## config.mk

```make
export PLATFORM = sky130hd
export DESIGN_NAME = byte_literal_escaper_flat
export DESIGN_NICKNAME = d
export VERILOG_FILES = /design/src/hdl/ble_pkg.sv /design/src/hdl/ble_in_if.sv /design/src/hdl/ble_out_if.sv /design/src/hdl/byte_literal_escaper.sv /design/src/hdl/ble_in_stage.sv /design/src/hdl/ble_escape.sv /design/src/hdl/ble_serializer.sv /design/src/flat_wrapper.sv
export SDC_FILE = /design/constraint.sdc
export NUM_CORES = 1
export LEC_CHECK = 0
export ABC_AREA = 0
export BUFFER_PORTS_ARGS = -buffer_cell sky130_fd_sc_hd__buf_2
export CELL_PAD_IN_SITES_DETAIL_PLACEMENT = 0
export CELL_PAD_IN_SITES_GLOBAL_PLACEMENT = 1
export CORE_MARGIN = 4
export CORE_UTILIZATION = 26
export CTS_CLUSTER_DIAMETER = 150
export CTS_CLUSTER_SIZE = 24
export DETAILED_ROUTE_END_ITERATION = 7
export PLACE_DENSITY = 0.49
export SKIP_CTS_REPAIR_TIMING = 1
export SLEW_MARGIN = 20
export SYNTH_ARGS = -nofsm -noshare
export SYNTH_HDL_FRONTEND = slang
export SYNTH_SLANG_ARGS = --single-unit
```

## constraint.sdc

```tcl
create_clock -name clk -period 6.6 [get_ports clk]
set_clock_uncertainty 0.05 [all_clocks]
set_input_delay 0.99 -clock clk [delete_from_list [all_inputs] [get_ports clk]]
set_output_delay 0.99 -clock clk [all_outputs]
set_load 0.01 [all_outputs]
```

## src/hdl/ble_pkg.sv

```systemverilog
// ----------------------------------------------------------------------------
// ble_pkg
// Types, character codes and helpers shared by the byte literal escaper.
// ----------------------------------------------------------------------------
package ble_pkg;

  localparam int RUN_MAX = 6;
  localparam int RUN_CNT_W = $clog2(RUN_MAX + 1);
  localparam int RUN_IDX_W = $clog2(RUN_MAX);

  typedef logic [6:0] char_t;
  typedef logic [7:0] byte_t;
  typedef logic [RUN_CNT_W-1:0] run_cnt_t;
  typedef logic [RUN_IDX_W-1:0] run_idx_t;

  localparam logic KIND_DATA = 1'b0;
  localparam logic KIND_END  = 1'b1;

  localparam byte_t PRINT_LOW  = 8'd32;
  localparam byte_t PRINT_HIGH = 8'd126;
  localparam byte_t BYTE_TAB   = 8'h09;
  localparam byte_t BYTE_LF    = 8'h0a;
  localparam byte_t BYTE_CR    = 8'h0d;
  localparam byte_t BYTE_BSL   = 8'h5c;

  localparam char_t CH_B   = 7'h62;
  localparam char_t CH_SQ  = 7'h27;
  localparam char_t CH_DQ  = 7'h22;
  localparam char_t CH_BSL = 7'h5c;
  localparam char_t CH_N   = 7'h6e;
  localparam char_t CH_R   = 7'h72;
  localparam char_t CH_T   = 7'h74;
  localparam char_t CH_X   = 7'h78;

  typedef struct packed {
    logic  kind;
    byte_t byte_value;
  } item_t;

  typedef struct packed {
    logic [RUN_MAX-1:0][6:0] chars;
    run_cnt_t                cnt;
    logic                    closes;
  } run_t;

  function automatic char_t hex_digit(input logic [3:0] nib);
    char_t c;
    if (nib < 4'd10) begin
      c = 7'h30 + {3'b000, nib};
    end else begin
      c = 7'h57 + {3'b000, nib};
    end
    return c;
  endfunction

endpackage

```

## src/hdl/ble_in_if.sv

```systemverilog
// ----------------------------------------------------------------------------
// ble_in_if
// Input channel: raw bytes and end-of-literal marks.
// ----------------------------------------------------------------------------
interface ble_in_if;
  logic         valid;
  logic         ready;
  logic         kind;
  logic [7:0]   byte_value;

  modport source (output valid, output kind, output byte_value, input ready);
  modport sink   (input valid, input kind, input byte_value, output ready);
endinterface

```

## src/hdl/ble_out_if.sv

```systemverilog
// ----------------------------------------------------------------------------
// ble_out_if
// Output channel: one printable character per transfer.
// ----------------------------------------------------------------------------
interface ble_out_if;
  logic         valid;
  logic         ready;
  logic [6:0]   char_out;
  logic         last_of_run;
  logic         literal_done;

  modport source (output valid, output char_out, output last_of_run,
                  output literal_done, input ready);
  modport sink   (input valid, input char_out, input last_of_run,
                  input literal_done, output ready);
endinterface

```

## src/hdl/byte_literal_escaper.sv

```systemverilog
// ----------------------------------------------------------------------------
// byte_literal_escaper
// Turns raw bytes into a printable bytes literal, one character per transfer.
// ----------------------------------------------------------------------------
// Channels: bytes carries items (kind = data byte or end of literal); chars
// carries one ASCII character per transfer, with last_of_run on the final
// character of an item and literal_done on the closing quote.
// cfg_wr_en / cfg_wr_data set the quote: 0 = single, 1 = double. Write it
// only while the block is idle.
// With the run register free, the first character of an item passes
// through the input register, then the run register, before it is valid
// on chars.
// An item occupies the run register until all of its characters have
// transferred: 1 for a plain byte or an end mark, 2 for a short escape,
// 4 for a hex escape, plus 2 when it opens a literal. The single character
// output port sets that pace; the input register takes the next item
// meanwhile.
// Reset: no literal is open and the quote is single.
// Stall: when chars.ready is low the current character holds, the run
// register holds, and bytes.ready drops once the input register is full.
// ----------------------------------------------------------------------------
module byte_literal_escaper (
  input  logic        clk,
  input  logic        rst,
  input  logic        cfg_wr_en,
  input  logic        cfg_wr_data,
  ble_in_if.sink      bytes,
  ble_out_if.source   chars
);

  logic             use_double_quote;
  logic             held;
  logic             take;
  logic             literal_open;
  ble_pkg::item_t   item;
  ble_pkg::run_t    run;

  always_ff @(posedge clk) begin
    if (rst) begin
      use_double_quote <= 1'b0;
    end else if (cfg_wr_en) begin
      use_double_quote <= cfg_wr_data;
    end
  end

  ble_in_stage u_in_stage (
    .clk   (clk),
    .rst   (rst),
    .bytes (bytes),
    .take  (take),
    .held  (held),
    .item  (item)
  );

  ble_escape u_escape (
    .item             (item),
    .literal_open     (literal_open),
    .use_double_quote (use_double_quote),
    .run              (run)
  );

  ble_serializer u_serializer (
    .clk          (clk),
    .rst          (rst),
    .held         (held),
    .run_in       (run),
    .take         (take),
    .literal_open (literal_open),
    .chars        (chars)
  );

endmodule

```

## src/hdl/ble_in_stage.sv

```systemverilog
// ----------------------------------------------------------------------------
// ble_in_stage
// Input register: holds one accepted item until the run buffer takes it.
// ----------------------------------------------------------------------------
module ble_in_stage (
  input  logic             clk,
  input  logic             rst,
  ble_in_if.sink           bytes,
  input  logic             take,
  output logic             held,
  output ble_pkg::item_t   item
);

  logic in_v;
  logic in_v_next;

  assign bytes.ready = !in_v || take;
  assign held        = in_v;

  always_comb begin
    in_v_next = in_v;
    if (bytes.valid && bytes.ready) begin
      in_v_next = 1'b1;
    end else if (take) begin
      in_v_next = 1'b0;
    end
  end

  always_ff @(posedge clk) begin
    if (rst) begin
      in_v <= 1'b0;
    end else begin
      in_v <= in_v_next;
    end
  end

  always_ff @(posedge clk) begin
    if (bytes.valid && bytes.ready) begin
      item.kind       <= bytes.kind;
      item.byte_value <= bytes.byte_value;
    end
  end

endmodule

```

## src/hdl/ble_escape.sv

```systemverilog
// ----------------------------------------------------------------------------
// ble_escape
// Maps one item to its character run: optional b-prefix and opening quote,
// then the escaped byte or the closing quote.
// ----------------------------------------------------------------------------
module ble_escape (
  input  ble_pkg::item_t  item,
  input  logic            literal_open,
  input  logic            use_double_quote,
  output ble_pkg::run_t   run
);

  ble_pkg::char_t         q;
  ble_pkg::char_t [3:0]   body;
  logic [2:0]             body_n;

  assign q = use_double_quote ? ble_pkg::CH_DQ : ble_pkg::CH_SQ;

  always_comb begin
    body   = '{default: ble_pkg::CH_BSL};
    body_n = 3'd2;
    if (item.kind == ble_pkg::KIND_END) begin
      body[0] = q;
      body_n  = 3'd1;
    end else if (item.byte_value == ble_pkg::BYTE_LF) begin
      body[1] = ble_pkg::CH_N;
    end else if (item.byte_value == ble_pkg::BYTE_CR) begin
      body[1] = ble_pkg::CH_R;
    end else if (item.byte_value == ble_pkg::BYTE_TAB) begin
      body[1] = ble_pkg::CH_T;
    end else if (item.byte_value == ble_pkg::BYTE_BSL) begin
      body[1] = ble_pkg::CH_BSL;
    end else if (item.byte_value == {1'b0, q}) begin
      body[1] = q;
    end else if (item.byte_value inside {[ble_pkg::PRINT_LOW:ble_pkg::PRINT_HIGH]}) begin
      body[0] = item.byte_value[6:0];
      body_n  = 3'd1;
    end else begin
      body[1] = ble_pkg::CH_X;
      body[2] = ble_pkg::hex_digit(item.byte_value[7:4]);
      body[3] = ble_pkg::hex_digit(item.byte_value[3:0]);
      body_n  = 3'd4;
    end
  end

  always_comb begin
    run.closes = (item.kind == ble_pkg::KIND_END);
    run.chars  = '{default: ble_pkg::CH_BSL};
    if (literal_open) begin
      for (int i = 0; i < 4; i++) begin
        run.chars[i] = body[i];
      end
      run.cnt = ble_pkg::RUN_CNT_W'(body_n);
    end else begin
      run.chars[0] = ble_pkg::CH_B;
      run.chars[1] = q;
      for (int i = 0; i < 4; i++) begin
        run.chars[i+2] = body[i];
      end
      run.cnt = ble_pkg::RUN_CNT_W'(body_n) + ble_pkg::RUN_CNT_W'(2);
    end
  end

endmodule

```

## src/hdl/ble_serializer.sv

```systemverilog
// ----------------------------------------------------------------------------
// ble_serializer
// Run register: holds one character run and hands it out one character per
// transfer; tracks whether a literal is open.
// ----------------------------------------------------------------------------
module ble_serializer (
  input  logic            clk,
  input  logic            rst,
  input  logic            held,
  input  ble_pkg::run_t   run_in,
  output logic            take,
  output logic            literal_open,
  ble_out_if.source       chars
);

  logic                             seq_v;
  logic [ble_pkg::RUN_MAX-1:0][6:0] seq_chars;
  ble_pkg::run_cnt_t                seq_cnt;
  ble_pkg::run_idx_t                idx;
  logic                             seq_closes;
  logic                             at_last;
  logic                             xfer;

  assign at_last = (ble_pkg::RUN_CNT_W'(idx) + ble_pkg::RUN_CNT_W'(1)) == seq_cnt;
  assign xfer    = chars.valid && chars.ready;
  assign take    = held && (!seq_v || (xfer && at_last));

  assign chars.valid        = seq_v;
  assign chars.char_out     = seq_chars[idx];
  assign chars.last_of_run  = at_last;
  assign chars.literal_done = at_last && seq_closes;

  always_ff @(posedge clk) begin
    if (rst) begin
      seq_v        <= 1'b0;
      idx          <= '0;
      literal_open <= 1'b0;
    end else if (take) begin
      seq_v        <= 1'b1;
      idx          <= '0;
      literal_open <= !run_in.closes;
    end else if (xfer) begin
      if (at_last) begin
        seq_v <= 1'b0;
      end
      idx <= idx + ble_pkg::RUN_IDX_W'(1);
    end
  end

  always_ff @(posedge clk) begin
    if (take) begin
      seq_chars  <= run_in.chars;
      seq_cnt    <= run_in.cnt;
      seq_closes <= run_in.closes;
    end
  end

  a_idx_in_run: assert property (@(posedge clk) disable iff (rst)
    seq_v |-> (ble_pkg::RUN_CNT_W'(idx) < seq_cnt))
    else $error("run index past run length");

  a_run_len: assert property (@(posedge clk) disable iff (rst)
    take |-> (run_in.cnt >= ble_pkg::RUN_CNT_W'(1) &&
              run_in.cnt <= ble_pkg::RUN_CNT_W'(ble_pkg::RUN_MAX)))
    else $error("run length out of range");

  a_done_closes: assert property (@(posedge clk) disable iff (rst)
    (xfer && chars.literal_done) |=> !literal_open || seq_v)
    else $error("literal still open after closing quote");

  a_step: assert property (@(posedge clk) disable iff (rst)
    (xfer && !at_last) |=> (seq_v && idx == $past(idx) + ble_pkg::RUN_IDX_W'(1)))
    else $error("run did not advance");

endmodule

```

## src/flat_wrapper.sv

```systemverilog
// flat-port wrapper written by rule: the top's interface ports become plain ports
module byte_literal_escaper_flat 
  (clk, rst, cfg_wr_en, cfg_wr_data, bytes_valid, bytes_kind, bytes_byte_value, bytes_ready, chars_valid, chars_char_out, chars_last_of_run, chars_literal_done, chars_ready);
  ble_in_if bytes_i ();
  ble_out_if chars_i ();
  input  logic clk;
  input  logic rst;
  input  logic cfg_wr_en;
  input  logic cfg_wr_data;
  input wire logic [$bits(bytes_i.valid)-1:0] bytes_valid;
  input wire logic [$bits(bytes_i.kind)-1:0] bytes_kind;
  input wire logic [$bits(bytes_i.byte_value)-1:0] bytes_byte_value;
  output wire logic [$bits(bytes_i.ready)-1:0] bytes_ready;
  output wire logic [$bits(chars_i.valid)-1:0] chars_valid;
  output wire logic [$bits(chars_i.char_out)-1:0] chars_char_out;
  output wire logic [$bits(chars_i.last_of_run)-1:0] chars_last_of_run;
  output wire logic [$bits(chars_i.literal_done)-1:0] chars_literal_done;
  input wire logic [$bits(chars_i.ready)-1:0] chars_ready;
  assign bytes_i.valid = bytes_valid;
  assign bytes_i.kind = bytes_kind;
  assign bytes_i.byte_value = bytes_byte_value;
  assign bytes_ready = bytes_i.ready;
  assign chars_valid = chars_i.valid;
  assign chars_char_out = chars_i.char_out;
  assign chars_last_of_run = chars_i.last_of_run;
  assign chars_literal_done = chars_i.literal_done;
  assign chars_i.ready = chars_ready;
  byte_literal_escaper u_core (.clk(clk), .rst(rst), .cfg_wr_en(cfg_wr_en), .cfg_wr_data(cfg_wr_data), .bytes(bytes_i), .chars(chars_i));
endmodule
```

; ---- After elaboration in Yosys (flattened, before gate mapping)
; Index checks and enable logic that the tools add are counted.
[classes]
add_sub_neg = 6
mul = 0
n_div = 0
magnitude_cmp = 5
n_eq_ne = 6
n_shift = 0
n_mux = 37
bitwise_logic = 0
n_reduce_logical = 16
[ops]
columns = operator, n
row1 = $mux 7, 15
row2 = $mux 14, 5
row3 = $mux 21, 2
row4 = $mux 31, 1
row5 = $eq 8x4->1 const B, 3
row6 = $mux 3, 8
row7 = $bmux 7 s3, 1
row8 = $add 6x4->7 const A, 2
row9 = $add 7x4->7 const A, 2
row10 = $eq 8x7->1, 1
row11 = $eq 8x7->1 const B, 1
row12 = $ge 8x6->1 const B, 1
row13 = $le 8x7->1 const B, 1
row14 = $lt 4x4->1 const B, 2
row15 = $logic_and 1x1->1, 6
row16 = $reduce_bool 2->1, 3
row17 = $mux 1, 5
row18 = $lt 3x4->1 const B, 1
row19 = $add 3x1->3 const B, 1
row20 = $add 3x2->3 const B, 1
row21 = $eq 3x3->1, 1
row22 = $logic_not 1->1, 3
row23 = $logic_or 1x1->1, 2
row24 = $reduce_and 2->1, 1
row25 = $reduce_or 2->1, 1
[word_totals]
ff_bits = 62
latchBits = 0
mem_bits_rw = 0
mem_bits_ro = 0
input_bits = 15
elab_cells = 85
memories = 0

; ---- Depth between registers and ports, before layout
[depth]
word_depth = 11
depth_mapped = 8
ltp_nobuf = 8

; ---- Modules after synthesis
; From an unflattened synthesis, not the netlist that was laid out.
[hier_totals]
cells_unflattened = 273
area_unflattened_um2 = 3266.9
[by_module_without_submodules]
columns = module, n_inst, cells_per_inst, area_per_inst_um2, seq_area_each_um2
row1 = ble_serializer, 1, 107, 2006.9, 1481.4
row2 = ble_escape, 1, 149, 900.9, 0.0
row3 = ble_in_stage, 1, 14, 325.3, 290.3
row4 = byte_literal_escaper, 1, 3, 33.8, 20.0

; ---- Worst setup path before layout
; OpenSTA, ideal clock, no wires.
[synth_timing]
kind = input-to-reg
startpoint = in chars_ready
endpoint = reg u_core.u_serializer.idx[0]
setup_time_ps = 119
arrival_time_ps = 5231
required_time_ps = 6431
slack_ps = 1199
path_stages = 4
cell_sequence = nand4_1 a21boi_0 or2_2 nor2_1
[synth_between]
elab_chain_len = 5
[synth_rtl]
columns = item, line_no
row1 = from (decl), flat_wrapper.sv:18  ; input wire logic [$bits(chars_i.ready)-1:0] chars_ready;
row2 = $logic_and 1x1->1, ble_serializer.sv:25  ; assign xfer = chars.valid && chars.ready;
row3 = $logic_and 1x1->1, ble_serializer.sv:26  ; assign take = held && (!seq_v || (xfer && at_last));
row4 = $logic_or 1x1->1, ble_serializer.sv:26
row5 = $logic_and 1x1->1, ble_serializer.sv:26
row6 = net u_core.take, byte_literal_escaper.sv:33  ; logic take;
row7 = $reduce_or 2->1 (no source line), --
row8 = to (signal assigned), ble_serializer.sv:46  ; idx <= idx + ble_pkg::RUN_IDX_W'(1);
row9 = to (decl), ble_serializer.sv:19  ; ble_pkg::run_idx_t idx;
; The timed path passes the listed nets, and every way through them passes these cells.
; A chain may end at the register's enable or synchronous reset.

; ---- Worst setup path in the final report
[layout_timing]
startpoint = reg u_core.u_serializer.idx[1]
endpoint = out bytes_ready
[layout_between]
elab_chain_len = 6
[layout_rtl]
columns = item, line_no
row1 = $add 3x1->3, ble_serializer.sv:24  ; assign at_last = (ble_pkg::RUN_CNT_W'(idx) + ble_pkg::RUN_CNT_W'(1)) == seq_cnt;
row2 = $eq 3x3->1, ble_serializer.sv:24
row3 = $logic_and 1x1->1, ble_serializer.sv:26
row4 = $logic_or 1x1->1, ble_serializer.sv:26
row5 = $logic_and 1x1->1, ble_serializer.sv:26
row6 = $logic_or 1x1->1, ble_in_stage.sv:17  ; assign bytes.ready = !in_v || take;
row7 = to (decl), flat_wrapper.sv:13  ; output wire logic [$bits(bytes_i.ready)-1:0] bytes_ready;
; Every way passes these cells.

==> flow_summary.ini <==
[clock_network]
cts_tree = built
tritoncts_num_sinks = 62
cts-root-buf = sky130_fd_sc_hd__clkbuf_16
numCtsBuffers = 9
htree_num_levels = 3
cts_buffer_depth = 2
insertion_delay_of_the_later_clocked_pin_in_the_worst_skew_pair_ns = 0.32
clk_transition_reported_paths_ns = 0.05

[route]
detail_route.wirelength.met1_um = 3720
detail_route.wl_per_cell_um = 16.8
met2_wirelength_um = 3590
detail_route.drc_violations = 0
post_drt_via_cell_ratio = 4.76
drt-total-wl_um = 7840
top_signal_layer_used = met4
detail_route.first_pass.iterations = 4
vias_after_detailed_routing = 2219
route.met3.wl_um = 341
ant_nets = 0
initialDrtViolationCount = 198

[worst_setup_path]
crit_path_top_delay_cell = sky130_fd_sc_hd__dfxtp_1
criticalPathCategory = flop to output port
critPathCaptureType = output port
cp_max_fo = 10
path_cells = ha_1 > xnor2_1 > nand4_1 > nand3_1 > buf_2
worstPathArrival_ns = 2.12
timing.critical_path.slowest_cell_delay_ns = 0.63
start_kind = flop
timing.reg2reg.worst_path_depth = 8
r2r_setup_slack_ns = 3.83
worst_ep_required_time_ns = 5.56

[power]
power_density_nw_per_um2 = 258
net_switching_share_of_the_total_power_pct = 23.8
cell_internal_pwr_uw = 742
p_seq_share_pct = 48.4
combPwrFrac_pct = 9.5
report.power.total_uw = 973
p_sw_uw = 231
clock_power_share_pct = 42.0
power.static_leakage_nw = 1.31
peakVddDrop_mv = 0.0833

[layout]
n_antenna_cell = 0
area_growth_syn_to_layout_pct = 17.4
layout.cells.most_common_list = 55 x sky130_fd_sc_hd__edfxtp_1, 26 x sky130_fd_sc_hd__nor2_1, 25 x sky130_fd_sc_hd__buf_2
final_nets = 318
fillers = 1248
post_route_cells_drive_above_1_share_pct = 19.1
mostFrequentLayoutCell = sky130_fd_sc_hd__edfxtp_1
design_area_um2 = 3770

[yosys]
synth_top_flop_cell = sky130_fd_sc_hd__edfxtp_1
post_synth_num_cell_types = 51
synth.top_cell.area_share_pct = 51.4
synth_seq_cells = 62
synth_enable_flop_cells = 55
yosysTopAreaCell = sky130_fd_sc_hd__edfxtp_1
synth_nets = 294
synth.yosys.warnings = 0
synth.top_cells.by_area = sky130_fd_sc_hd__edfxtp_1 51%, sky130_fd_sc_hd__mux4_2 4.9%, sky130_fd_sc_hd__dfxtp_1 4.4%
synthesis.area_um2 = 3210
syn_avg_cell_area_um2 = 11.9
synth-async-reset-ratio_pct = 0
synth_seq_area_share_pct = 55.8
postSynthCellCount = 269

[floorplan]
row_count = 40
fp.dieW_um = 119
die_height_um = 119
coreArea_um2 = 12100
initial_utilization_pct = 26.6
number_of_top_level_design_ports = 26
die_area_um2 = 14200

[global_routing]
total_congestion_overflow = 0
gr-usage-all-layers_pct = 11.8
global_route_wire_length_before_repair_um = 12600
maximum_number_of_pins_on_one_net_before_global_route_repair = 50
first_global_vias = 2214
antenna_violations_before_repair = 0

[sta]
setup_repair_after_global_routing_missed_its_margin = no
worstMarginPinSlew_ns = 0.974
max_freq_mhz = 317
report.final.hold_viol_count = 0
layout_worst_path_cycle_share_pct = 47.8
max-slew-margin-rel_pct = 34.7
setup_viol = 0
setup_tns_ns = 0
post-route-min-period_ns = 3.16
drv_slew = 0

[flow_run]
max_cap_viol_count = 0

[hold_path]
whs_path_depth = 2
type_of_the_tightest_min_delay_check = flop to flop

[placed_design]
hpwl_um = 5590
gp_routability_congestion = 0.806
post_dp_cell_area_um2 = 3520
port_buffers = 25

[run_status]
outcome = completed
==> cell usage after synthesis, drive strengths merged, types with 2 or more instances <==
master / count
ha: 10
o22ai: 10
xnor2: 4
nand2: 18
nand2b: 7
nor2b: 2
and2: 2
or2: 2
o32ai: 2
a21boi: 3
dfxtp: 7
a21oi: 9
buf: 6
nor3: 8
clkbuf: 10
and3: 4
nor4: 2
a31oi: 5
xor2: 3
a2bb2oi: 4
mux2i: 8
mux4: 7
o21ai: 10
nand4: 2
inv: 16
nand3: 6
nand4b: 2
nor2: 26
edfxtp: 55
a221oi: 2
a22oi: 2
==> critical path, delay by kind of cell, from the launching register on <==
kind	cells	cell delay (ns)
flip-flops	1	0.63
AND/OR/NAND/NOR	2	0.47
adder cells (fa/ha/maj)	1	0.36
XOR/XNOR	1	0.20
buffers and inverters	1	0.15
==> stage by stage <==
stage          hold WS (ns)  setup WS, ns  utilization (%)  std cells
3_3_place_gp          0.461          3.80             29.1        450
6_report              0.494          3.44             31.3        466
4_1_cts               0.493          3.41             31.3        466
3_5_place_dp          0.476          3.77             29.1        450
2_1_floorplan         0.374          1.20                -        269
5_1_grt               0.537          3.34             31.3        466
==> final timing paths <==
path,startpoint,to
max,u_core.u_serializer.idx[1],bytes_ready
min reg2reg,u_core.u_in_stage.held,u_core.u_serializer.chars.valid
min,u_core.u_in_stage.held,u_core.u_serializer.chars.valid
max reg2reg,u_core.u_in_stage.item[5],u_core.u_serializer.seq_chars[16]
==> cell families (layout without fill, tap and decap cells) <==
logic type | after synthesis | in the layout | share of synthesized area [%]
xor+xnor | 8 | 8 | 2.61
fa+ha+maj | 10 | 10 | 3.89
mux | 15 | 15 | 7.40
compound gates | 57 | 57 | 12.7
flops | 62 | 62 | 55.8
buf+inv | 32 | 61 | 4.17
simple gates | 85 | 85 | 13.5
==> registers in the layout, indices dropped and copies added, names as in the netlist <==
register and cells:
u_core.u_serializer.chars.valid 1, u_core.use_double_quote 1, u_core.u_in_stage.held 1, u_core.u_serializer.seq_chars 42
u_core.u_serializer.idx 3, u_core.u_serializer.seq_closes 1, u_core.u_serializer.seq_cnt 3, u_core.u_serializer.literal_open 1
u_core.u_in_stage.item 9
==> power by group through the flow <==
stage / combinational [mW] / clock (mW) / sequential (mW)
after global placement: 0.0950 / 0 / 0.479
after CTS: 0.0944 / 0.421 / 0.471
after detailed placement: 0.0940 / 0 / 0.479
after global routing: 0.104 / 0.441 / 0.474
final: 0.0927 / 0.409 / 0.472
after floorplan: 0.0718 / 0 / 0.468
==> metal layers <==
layer  global-route usage, %  vias to the layer above
li1                        -                     1065
met1                    16.0                     1099
met4                    5.21                        0
met5                       0                        -
met2                    17.2                       41
met3                    3.51                       14
==> cell type report <==
type | count | area [um2] | share of cell area, %
clock inverters | 3 | 15.0 | 0.398
clock buffers | 13 | 240 | 6.37
flip-flops and latches | 62 | 1790 | 47.5
well taps | 168 | 210 | 5.57
multi-input cells | 175 | 1300 | 34.4
inverters | 16 | 60.1 | 1.59
repair buffers | 29 | 155 | 4.11
Power figures use the tool's default switching activity.
